$ cat src/rtl/core/epq_pkg.sv
// Shared constants for the entry pool priority queue manager.
// Field widths, request kind codes and parameter defaults; no dependencies.
`default_nettype none

package epq_pkg;

	localparam int KIND_W = 3;
	localparam int QSEL_W = 3;
	localparam int ENT_W  = 5;
	localparam int PRIO_W = 16;

	localparam int POOL_SIZE_DEF   = 32;
	localparam int QUEUE_COUNT_DEF = 8;

	localparam logic [KIND_W-1:0] KIND_ALLOC  = 3'd0;
	localparam logic [KIND_W-1:0] KIND_FREE   = 3'd1;
	localparam logic [KIND_W-1:0] KIND_INSERT = 3'd2;
	localparam logic [KIND_W-1:0] KIND_PEEK   = 3'd3;
	localparam logic [KIND_W-1:0] KIND_POP    = 3'd4;
	localparam logic [KIND_W-1:0] KIND_REMOVE = 3'd5;

endpackage

`default_nettype wire

$ cat src/rtl/core/epq_if.sv
// Request and response channel interfaces of the queue manager.
// Depends on epq_pkg for field widths.
`default_nettype none

interface epq_req_if;
	import epq_pkg::*;

	logic                     valid;
	logic                     ready;
	logic [KIND_W-1:0]        kind;
	logic [QSEL_W-1:0]        queue_select;
	logic [ENT_W-1:0]         entry_index;
	logic signed [PRIO_W-1:0] entry_priority;

	modport source (output valid, kind, queue_select, entry_index, entry_priority,
		input ready);
	modport sink (input valid, kind, queue_select, entry_index, entry_priority,
		output ready);
endinterface

interface epq_rsp_if;
	import epq_pkg::*;

	logic             valid;
	logic             ready;
	logic [ENT_W-1:0] result_index;
	logic             result_valid;

	modport source (output valid, result_index, result_valid, input ready);
	modport sink (input valid, result_index, result_valid, output ready);
endinterface

`default_nettype wire

$ cat src/rtl/core/entry_pool_priority_queues_core.sv
// Queue manager: free list and sorted priority queues over a shared entry pool.
// Depends on epq_pkg and the channel interfaces in epq_if.sv.
//
//   channel | dir | handshake     | payload
//   req     | in  | valid / ready | kind, queue_select, entry_index, entry_priority
//   rsp     | out | valid / ready | result_index, result_valid
//
// One request at a time; ready is high only while the sequencer is idle.
// Insert and remove walk the queue link by link: each walked link costs one
// registered read of the link memory, and insert adds one of the priority memory.
// Reset needs no clearing pass: per-entry valid bits supply the reset contents.
// A finished response waits in the output register while the next request runs.
`default_nettype none

module entry_pool_priority_queues_core #(
	parameter int POOL_SIZE   = epq_pkg::POOL_SIZE_DEF,
	parameter int QUEUE_COUNT = epq_pkg::QUEUE_COUNT_DEF
) (
	input  wire        clk,
	input  wire        arst_n,
	epq_req_if.sink    req,
	epq_rsp_if.source  rsp
);
	import epq_pkg::*;

	localparam int IW = $clog2(POOL_SIZE);
	localparam int LW = IW + 1;
	localparam int SW = $clog2(POOL_SIZE + 1);
	localparam int QW = (QUEUE_COUNT > 1) ? $clog2(QUEUE_COUNT) : 1;
	localparam logic [LW-1:0] NONE = {LW{1'b1}};

	typedef enum logic [14:0] {
		S_IDLE   = 15'b000000000000001,
		S_DISP   = 15'b000000000000010,
		S_ALINK  = 15'b000000000000100,
		S_PLINK  = 15'b000000000001000,
		S_IRDH   = 15'b000000000010000,
		S_IPRIOH = 15'b000000000100000,
		S_ILINK  = 15'b000000001000000,
		S_ICMP   = 15'b000000010000000,
		S_IW1    = 15'b000000100000000,
		S_IW2    = 15'b000001000000000,
		S_RHEAD  = 15'b000010000000000,
		S_RCHK   = 15'b000100000000000,
		S_RLNK   = 15'b001000000000000,
		S_RCLR   = 15'b010000000000000,
		S_DONE   = 15'b100000000000000
	} state_t;

	state_t state_q, state_d;

	// latched request
	logic [KIND_W-1:0]        kind_q;
	logic [QW-1:0]            q_q;
	logic [IW-1:0]            e_q;
	logic signed [PRIO_W-1:0] pr_q;
	logic                     qok_q, eok_q;

	// walk registers
	logic [LW-1:0] cur_q, cur_d;
	logic [LW-1:0] nxt_q, nxt_d;
	logic [SW-1:0] steps_q, steps_d;

	logic [LW-1:0] fh_q, fh_d;
	logic [LW-1:0] qhead_q [QUEUE_COUNT];
	logic          qh_we;
	logic [LW-1:0] qh_wd;

	logic [IW-1:0] res_q, res_d;
	logic          resv_q, resv_d;

	logic             rsp_valid_q;
	logic [ENT_W-1:0] rsp_idx_q;
	logic             rsp_rv_q;
	logic             out_load;

	// link and priority memories
	logic [LW-1:0]            link_mem [POOL_SIZE];
	logic signed [PRIO_W-1:0] prio_mem [POOL_SIZE];
	logic [POOL_SIZE-1:0]     lvalid_q, pvalid_q;

	logic                     lw_en, pw_en;
	logic [IW-1:0]            lw_addr, pw_addr, lr_addr, pr_addr;
	logic [LW-1:0]            lw_data;
	logic signed [PRIO_W-1:0] pw_data;

	logic [LW-1:0]            link_rd_q;
	logic [IW-1:0]            link_ra_q;
	logic                     link_rv_q;
	logic signed [PRIO_W-1:0] prio_rd_q;
	logic                     prio_rv_q;

	logic [LW-1:0]            link_val;
	logic signed [PRIO_W-1:0] prio_val;
	logic                     prio_gt;
	logic [LW-1:0]            h;
	logic [LW-1:0]            e_link;

	assign link_val = link_rv_q ? link_rd_q :
		((link_ra_q == IW'(POOL_SIZE - 1)) ? NONE : {1'b0, IW'(link_ra_q + 1'b1)});
	assign prio_val = prio_rv_q ? prio_rd_q : '0;
	assign prio_gt  = pr_q > prio_val;
	assign h        = qhead_q[q_q];
	assign e_link   = {1'b0, e_q};

	assign req.ready        = (state_q == S_IDLE);
	assign out_load         = (state_q == S_DONE) && (!rsp_valid_q || rsp.ready);
	assign rsp.valid        = rsp_valid_q;
	assign rsp.result_index = rsp_idx_q;
	assign rsp.result_valid = rsp_rv_q;

	always_comb begin
		state_d = state_q;
		cur_d   = cur_q;
		nxt_d   = nxt_q;
		steps_d = steps_q;
		fh_d    = fh_q;
		qh_we   = 1'b0;
		qh_wd   = NONE;
		lw_en   = 1'b0;
		lw_addr = e_q;
		lw_data = NONE;
		pw_en   = 1'b0;
		pw_addr = e_q;
		pw_data = pr_q;
		lr_addr = e_q;
		pr_addr = e_q;
		res_d   = res_q;
		resv_d  = resv_q;
		case (state_q)
			S_IDLE: begin
				if (req.valid) begin
					state_d = S_DISP;
				end
			end
			S_DISP: begin
				resv_d  = 1'b0;
				res_d   = '0;
				state_d = S_DONE;
				case (kind_q)
					KIND_ALLOC: begin
						if (!fh_q[LW-1]) begin
							cur_d   = fh_q;
							lr_addr = fh_q[IW-1:0];
							state_d = S_ALINK;
						end
					end
					KIND_FREE: begin
						if (eok_q) begin
							lw_en   = 1'b1;
							lw_data = fh_q;
							fh_d    = e_link;
						end
					end
					KIND_INSERT: begin
						if (qok_q && eok_q) begin
							pw_en = 1'b1;
							if (h[LW-1]) begin
								lw_en = 1'b1;
								qh_we = 1'b1;
								qh_wd = e_link;
							end else begin
								cur_d   = h;
								state_d = S_IRDH;
							end
						end
					end
					KIND_PEEK: begin
						if (qok_q && !h[LW-1]) begin
							resv_d = 1'b1;
							res_d  = h[IW-1:0];
						end
					end
					KIND_POP: begin
						if (qok_q && !h[LW-1]) begin
							cur_d   = h;
							lr_addr = h[IW-1:0];
							state_d = S_PLINK;
						end
					end
					KIND_REMOVE: begin
						if (qok_q && eok_q && !h[LW-1]) begin
							if (h == e_link) begin
								state_d = S_RHEAD;
							end else begin
								cur_d   = h;
								steps_d = '0;
								lr_addr = h[IW-1:0];
								state_d = S_RCHK;
							end
						end
					end
					default: begin
					end
				endcase
			end
			S_ALINK: begin
				fh_d    = link_val;
				lw_en   = 1'b1;
				lw_addr = cur_q[IW-1:0];
				pw_en   = 1'b1;
				pw_addr = cur_q[IW-1:0];
				pw_data = '0;
				resv_d  = 1'b1;
				res_d   = cur_q[IW-1:0];
				state_d = S_DONE;
			end
			S_PLINK: begin
				qh_we   = 1'b1;
				qh_wd   = link_val;
				lw_en   = 1'b1;
				lw_addr = cur_q[IW-1:0];
				resv_d  = 1'b1;
				res_d   = cur_q[IW-1:0];
				state_d = S_DONE;
			end
			S_IRDH: begin
				pr_addr = cur_q[IW-1:0];
				state_d = S_IPRIOH;
			end
			S_IPRIOH: begin
				if (prio_gt) begin
					lw_en   = 1'b1;
					lw_data = cur_q;
					qh_we   = 1'b1;
					qh_wd   = e_link;
					state_d = S_DONE;
				end else begin
					steps_d = '0;
					lr_addr = cur_q[IW-1:0];
					state_d = S_ILINK;
				end
			end
			S_ILINK: begin
				nxt_d = link_val;
				if (link_val[LW-1]) begin
					state_d = S_IW1;
				end else begin
					pr_addr = link_val[IW-1:0];
					state_d = S_ICMP;
				end
			end
			S_ICMP: begin
				if (prio_gt || steps_q == SW'(POOL_SIZE)) begin
					state_d = S_IW1;
				end else begin
					cur_d   = nxt_q;
					steps_d = steps_q + 1'b1;
					lr_addr = nxt_q[IW-1:0];
					state_d = S_ILINK;
				end
			end
			S_IW1: begin
				lw_en   = 1'b1;
				lw_data = nxt_q;
				state_d = S_IW2;
			end
			S_IW2: begin
				lw_en   = 1'b1;
				lw_addr = cur_q[IW-1:0];
				lw_data = e_link;
				state_d = S_DONE;
			end
			S_RHEAD: begin
				qh_we   = 1'b1;
				qh_wd   = link_val;
				lw_en   = 1'b1;
				resv_d  = 1'b1;
				res_d   = e_q;
				state_d = S_DONE;
			end
			S_RCHK: begin
				if (link_val[LW-1]) begin
					state_d = S_DONE;
				end else if (link_val == e_link) begin
					state_d = S_RLNK;
				end else if (steps_q == SW'(POOL_SIZE - 1)) begin
					state_d = S_DONE;
				end else begin
					steps_d = steps_q + 1'b1;
					cur_d   = link_val;
					lr_addr = link_val[IW-1:0];
				end
			end
			S_RLNK: begin
				lw_en   = 1'b1;
				lw_addr = cur_q[IW-1:0];
				lw_data = link_val;
				state_d = S_RCLR;
			end
			S_RCLR: begin
				lw_en   = 1'b1;
				resv_d  = 1'b1;
				res_d   = e_q;
				state_d = S_DONE;
			end
			S_DONE: begin
				if (out_load) begin
					state_d = S_IDLE;
				end
			end
			default: begin
				state_d = S_IDLE;
			end
		endcase
	end

	always_ff @(posedge clk or negedge arst_n) begin
		if (!arst_n) begin
			state_q     <= S_IDLE;
			fh_q        <= '0;
			lvalid_q    <= '0;
			pvalid_q    <= '0;
			rsp_valid_q <= 1'b0;
			for (int i = 0; i < QUEUE_COUNT; i++) begin
				qhead_q[i] <= NONE;
			end
		end else begin
			state_q <= state_d;
			fh_q    <= fh_d;
			if (qh_we) begin
				qhead_q[q_q] <= qh_wd;
			end
			if (lw_en) begin
				lvalid_q[lw_addr] <= 1'b1;
			end
			if (pw_en) begin
				pvalid_q[pw_addr] <= 1'b1;
			end
			if (out_load) begin
				rsp_valid_q <= 1'b1;
			end else if (rsp.ready) begin
				rsp_valid_q <= 1'b0;
			end
		end
	end

	always_ff @(posedge clk) begin
		if (req.valid && req.ready) begin
			kind_q <= req.kind;
			q_q    <= QW'(req.queue_select);
			e_q    <= IW'(req.entry_index);
			pr_q   <= req.entry_priority;
			qok_q  <= 32'(req.queue_select) < 32'(QUEUE_COUNT);
			eok_q  <= 32'(req.entry_index) < 32'(POOL_SIZE);
		end
		cur_q   <= cur_d;
		nxt_q   <= nxt_d;
		steps_q <= steps_d;
		res_q   <= res_d;
		resv_q  <= resv_d;
		if (out_load) begin
			rsp_idx_q <= resv_q ? ENT_W'(res_q) : '0;
			rsp_rv_q  <= resv_q;
		end
	end

	always_ff @(posedge clk) begin
		if (lw_en) begin
			link_mem[lw_addr] <= lw_data;
		end
		link_rd_q <= link_mem[lr_addr];
		link_ra_q <= lr_addr;
		link_rv_q <= lvalid_q[lr_addr];
	end

	always_ff @(posedge clk) begin
		if (pw_en) begin
			prio_mem[pw_addr] <= pw_data;
		end
		prio_rd_q <= prio_mem[pr_addr];
		prio_rv_q <= pvalid_q[pr_addr];
	end

`ifndef SYNTHESIS
	a_accept_dispatch: assert property (@(posedge clk) disable iff (!arst_n)
		req.valid && req.ready |=> state_q == S_DISP)
		else $error("accepted request did not reach dispatch");

	a_steps_bound: assert property (@(posedge clk) disable iff (!arst_n)
		(state_q == S_ICMP || state_q == S_RCHK) |-> steps_q <= SW'(POOL_SIZE))
		else $error("walk step count beyond pool size");

	a_free_head_range: assert property (@(posedge clk) disable iff (!arst_n)
		!fh_q[LW-1] |-> 32'(fh_q) < 32'(POOL_SIZE))
		else $error("free head outside the pool");

	a_done_loads: assert property (@(posedge clk) disable iff (!arst_n)
		out_load |=> rsp_valid_q && state_q == S_IDLE)
		else $error("finished response not presented");

	a_none_index: assert property (@(posedge clk) disable iff (!arst_n)
		rsp_valid_q && !rsp_rv_q |-> rsp_idx_q == '0)
		else $error("none response carries an index");
`endif

endmodule

`default_nettype wire

$ cat src/flat_wrapper.sv
// flat-port wrapper written by rule: the top's interface ports become plain ports
module entry_pool_priority_queues_core_flat import epq_pkg::*;
#(
	parameter int POOL_SIZE   = epq_pkg::POOL_SIZE_DEF,
	parameter int QUEUE_COUNT = epq_pkg::QUEUE_COUNT_DEF
)
  (clk, arst_n, req_valid, req_kind, req_queue_select, req_entry_index, req_entry_priority, req_ready, rsp_valid, rsp_result_index, rsp_result_valid, rsp_ready);
  epq_req_if req_i ();
  epq_rsp_if rsp_i ();
  input  wire clk;
  input  wire arst_n;
  input wire logic [$bits(req_i.valid)-1:0] req_valid;
  input wire logic [$bits(req_i.kind)-1:0] req_kind;
  input wire logic [$bits(req_i.queue_select)-1:0] req_queue_select;
  input wire logic [$bits(req_i.entry_index)-1:0] req_entry_index;
  input wire logic [$bits(req_i.entry_priority)-1:0] req_entry_priority;
  output wire logic [$bits(req_i.ready)-1:0] req_ready;
  output wire logic [$bits(rsp_i.valid)-1:0] rsp_valid;
  output wire logic [$bits(rsp_i.result_index)-1:0] rsp_result_index;
  output wire logic [$bits(rsp_i.result_valid)-1:0] rsp_result_valid;
  input wire logic [$bits(rsp_i.ready)-1:0] rsp_ready;
  assign req_i.valid = req_valid;
  assign req_i.kind = req_kind;
  assign req_i.queue_select = req_queue_select;
  assign req_i.entry_index = req_entry_index;
  assign req_i.entry_priority = req_entry_priority;
  assign req_ready = req_i.ready;
  assign rsp_valid = rsp_i.valid;
  assign rsp_result_index = rsp_i.result_index;
  assign rsp_result_valid = rsp_i.result_valid;
  assign rsp_i.ready = rsp_ready;
  entry_pool_priority_queues_core #(.POOL_SIZE(POOL_SIZE), .QUEUE_COUNT(QUEUE_COUNT)) u_core (.clk(clk), .arst_n(arst_n), .req(req_i), .rsp(rsp_i));
endmodule
$ cat config.mk
export PLATFORM = sky130hd
export DESIGN_NAME = entry_pool_priority_queues_core_flat
export DESIGN_NICKNAME = d
export VERILOG_FILES = /design/src/rtl/core/epq_pkg.sv /design/src/rtl/core/epq_if.sv /design/src/rtl/core/entry_pool_priority_queues_core.sv /design/src/flat_wrapper.sv
export SDC_FILE = /design/constraint.sdc
export NUM_CORES = 1
export LEC_CHECK = 0
export BUFFER_PORTS_ARGS = -buffer_cell sky130_fd_sc_hd__buf_2
export CORE_UTILIZATION = 57
export DETAILED_ROUTE_END_ITERATION = 6
export GPL_TIMING_DRIVEN = 0
export PLACE_DENSITY = 0.72
export SKIP_CTS_REPAIR_TIMING = 1
export SYNTH_ARGS = -nofsm -noshare
export SYNTH_HDL_FRONTEND = slang
export SYNTH_SLANG_ARGS = --single-unit
$ cat constraint.sdc
create_clock -name clk -period 3.85 [get_ports clk]
set_input_delay 0.385 -clock clk [delete_from_list [all_inputs] [get_ports clk]]
set_output_delay 0.385 -clock clk [all_outputs]
set_load 0.005 [all_outputs]
==> impl_metrics.env <==
export IMPL_htreeDepth=3
export IMPL_vias_per_cell=6.40
export IMPL_slew_headroom=-0.0580
export IMPL_cts_sinks=924
export IMPL_syn_area_um2=39500
export IMPL_grt_max_degree=80
export IMPL_crit_end="u_core.link_rd_q[4]"
export IMPL_r2r_end="u_core.link_rd_q[4]"
export IMPL_fin_cells=4241
export IMPL_worstSetupStartpoint="u_core.prio_rv_q"
export IMPL_synth_top_area_share=0.579
export IMPL_syn_avg_cell_area_um2=13.2
export IMPL_rrSetupSlack_ps=-380
export IMPL_routedWlPerCell_um=27.1
export IMPL_hold_ws_ps=41.3
export IMPL_clock_fmax_ghz=0.236
export IMPL_rsz0062_at_grt="true"
export IMPL_period_minus_slack_ps=4230
export IMPL_drv_cap=1
export IMPL_setup_ws_ps=-379
export IMPL_ys_seq_elements=924
export IMPL_violations="capacitance limit, slew limit, setup timing"
export IMPL_drt_iter0_markers=2976
export IMPL_critPathRequiredTime_ps=4390
export IMPL_core_um2=68600
export IMPL_syn_to_final_growth_pct=19.6
export IMPL_path_class="register to register"
export IMPL_syn_inst=3000
export IMPL_route_detailed_drc=0
export IMPL_worstSkewPairLatency_ps=670
export IMPL_cp_arrival_ps=4770
export IMPL_p_leak_uw=0.0165
export IMPL_cts_buffer_depth=3
export IMPL_async_flop_share=0.145
export IMPL_critPathMaxFanout=10
export IMPL_status="finished, violations left"
export IMPL_chipWidth_um=265
export IMPL_drt_first_pass_iters=5
export IMPL_synth_warnings=0
export IMPL_synth_flop_cell="edfxtp_1"
export IMPL_grt_pass1_vias=26009
export IMPL_grt_pass1_wl_um=165000
export IMPL_setup_worst_path_start_class="register"
export IMPL_nNetsFinal=3280
export IMPL_syn_nets=3050
export IMPL_clk_pin_slew_worst_paths_ps=70
export IMPL_dp_cells=3981
export IMPL_synth_cell_type_count=95
export IMPL_cts_buffers=91
export IMPL_wirelength_um=115000
export IMPL_place_congestion=1.03
export IMPL_cts_tree="done"
export IMPL_cp_end_kind="register"
export IMPL_synth_edff_count=761
export IMPL_rows=96
export IMPL_yosysTopAreaCell="edfxtp_1"
export IMPL_pin_count=39
export IMPL_reg2reg_depth=17
export IMPL_initial_core_util=0.575
export IMPL_finalSetupViolations=721
export IMPL_die_y_um=265
export IMPL_drive_gt1_frac=0.257
export IMPL_r2r_start="u_core.prio_rv_q"
export IMPL_dieArea_um2=70300
export IMPL_grt_overflow=0
export IMPL_grt_usage=0.320
export IMPL_finClkSkew_ps=42.0
export IMPL_power_density_nw_per_um2=612
export IMPL_ant_nets=0
export IMPL_report_final_hold_viol_count=0
export IMPL_ys_seq_area_frac=0.680
export IMPL_min_delay_path_class="input port to register"
export IMPL_period_share=1.10
export IMPL_synthTopCellsByArea="edfxtp_1, dfrtp_1, nand2_1"
export IMPL_fillers=4649
export IMPL_dp_final_hpwl_um=75900
export IMPL_vias=27128
export IMPL_antenna_found_initial=2
export IMPL_root_buffer="clkbuf_16"
export IMPL_io_buffers=38
export IMPL_tightestPinTransition_ps=1590
export IMPL_slew_viol_final=10
export IMPL_ir_drop_mv=0.428
-- registers in the layout, indices dropped and copies added (netlist names), 6 cells and up --
signal            count
u_core.cur_q          6
u_core.pvalid_q      32
u_core.lvalid_q      32
u_core.steps_q        6
u_core.prio_rd_q     16
u_core.fh_q           6
u_core.link_mem     192
u_core.prio_mem     512
u_core.qhead_q       48
u_core.link_rd_q      6
u_core.nxt_q          6
u_core.state_q       15
u_core.pr_q          16
-- how the worst min path moves through the flow --
stage	from	end	slack, ps	cells past startpoint
after floorplan	arst_n	u_core.fh_q[0]	90	0
after global placement	u_core.pvalid_q[19]	u_core.pvalid_q[19]	440	1
after CTS	arst_n	u_core.state_q[3]	-300	1
final	req_entry_priority[3]	u_core.pr_q[3]	40	1
after global routing	req_entry_priority[3]	u_core.pr_q[3]	4	1
after detailed placement	arst_n	u_core.state_q[10]	400	1
-- stage by stage --
step	worst slack (ps)	instance area, um^2	setup TNS [ps]	util	total power (uW)
floorplan	6.56	39500	0	-	16000
global placement	-1850	40800	-1127700	0.595	18400
detailed placement	-1830	41100	-784180	0.599	18500
CTS	-1850	44200	-797890	0.644	27400
global route	-512	47200	-308480	0.688	29700
finish	-379	47200	-107820	0.688	28900
-- layout make-up --
cell class / count / area [um^2] / share of cell area
multi-input combinational: 1863 / 13500 / 0.285
sequential: 924 / 26900 / 0.569
tap: 931 / 1160 / 0.0247
clock inverter: 43 / 434 / 0.00920
clock buffer: 129 / 2650 / 0.0562
timing repair buffer: 139 / 1350 / 0.0286
inverter: 35 / 138 / 0.00292
buffer: 176 / 1140 / 0.0242
antenna: 1 / 2.50 / 0.0000530
-- placed cells by master (no fill, tap or decap), types with 23 or more instances in the layout --
master | netlist | layout
and2_1 | 157 | 143
edfxtp_1 | 761 | 761
dfrtp_1 | 85 | 83
a31oi_1 | 80 | 61
a211oi_2 | 3 | 47
dfxtp_1 | 29 | 28
clkbuf_2 | 0 | 54
clkbuf_16 | 0 | 96
or2_2 | 73 | 72
a211oi_1 | 197 | 146
dlygate4sd3_1 | 0 | 28
nand2_1 | 423 | 409
nand3_1 | 27 | 25
o21ai_0 | 69 | 64
nor2_1 | 153 | 83
buf_2 | 22 | 57
nor2_4 | 0 | 61
dfstp_2 | 49 | 49
inv_1 | 31 | 30
a21oi_1 | 108 | 73
buf_4 | 10 | 57
clkbuf_1 | 129 | 63
a21oi_2 | 1 | 33
mux2i_1 | 128 | 119
a311oi_1 | 68 | 61
buf_12 | 0 | 28
mux2_2 | 24 | 23
-- cells in the mapped netlist, types with 21 or more instances --
| library cell | number |
|---|---|
| mux2_2 | 24 |
| clkbuf_1 | 129 |
| a21oi_1 | 108 |
| a211oi_1 | 197 |
| dfstp_2 | 49 |
| nand3_1 | 27 |
| mux2i_1 | 128 |
| and2_1 | 157 |
| a31oi_1 | 80 |
| dfrtp_1 | 85 |
| or2_2 | 73 |
| dfxtp_1 | 29 |
| nand2_1 | 423 |
| nor2_1 | 153 |
| o21ai_0 | 69 |
| inv_1 | 31 |
| a311oi_1 | 68 |
| edfxtp_1 | 761 |
| o22ai_1 | 21 |
| a22oi_1 | 21 |
| nor3_1 | 24 |
| buf_2 | 22 |
-- kinds of logic (layout without fill, tap and decap cells) --
logic type / after synthesis / after routing / synth area share
compound gates: 707 / 707 / 0.128
xor+xnor: 10 / 10 / 0.00222
fa+ha+maj: 19 / 19 / 0.00602
buf+inv: 215 / 522 / 0.0240
flops: 924 / 924 / 0.680
mux: 155 / 155 / 0.0405
other cells: 0 / 1 / 0
simple gates: 970 / 972 / 0.119
-- power by group --
part	internal [uW]	total [uW]	switching, uW
Sequential	11800	12100	303
Clock	5120	9000	3870
Combinational	2590	7820	5230
Total	19500	28900	9410
-- routing by layer --
metal | global-route usage | wire length, um | vias to the layer above
li1 | - | - | 11876
met1 | 0.435 | 45000 | 13585
met2 | 0.509 | 55100 | 1381
met3 | 0.0536 | 9680 | 286
met4 | 0.144 | 5190 | 0
met5 | 0 | 0 | -
-- critical path, cell delays in order (launching register included) --
cell	delay [ps]
dfxtp_4	390
buf_6	140
nand2_1	60
ha_1	310
a41o_1	230
a21oi_2	170
o22ai_4	110
or4_4	510
a31o_1	260
a221oi_2	270
and4_1	280
buf_6	160
buf_12	160
clkbuf_16	170
mux2i_1	270
mux2i_1	130
a211oi_2	330
a22oi_2	140
No activity file was read; power rests on OpenSTA's default activity.
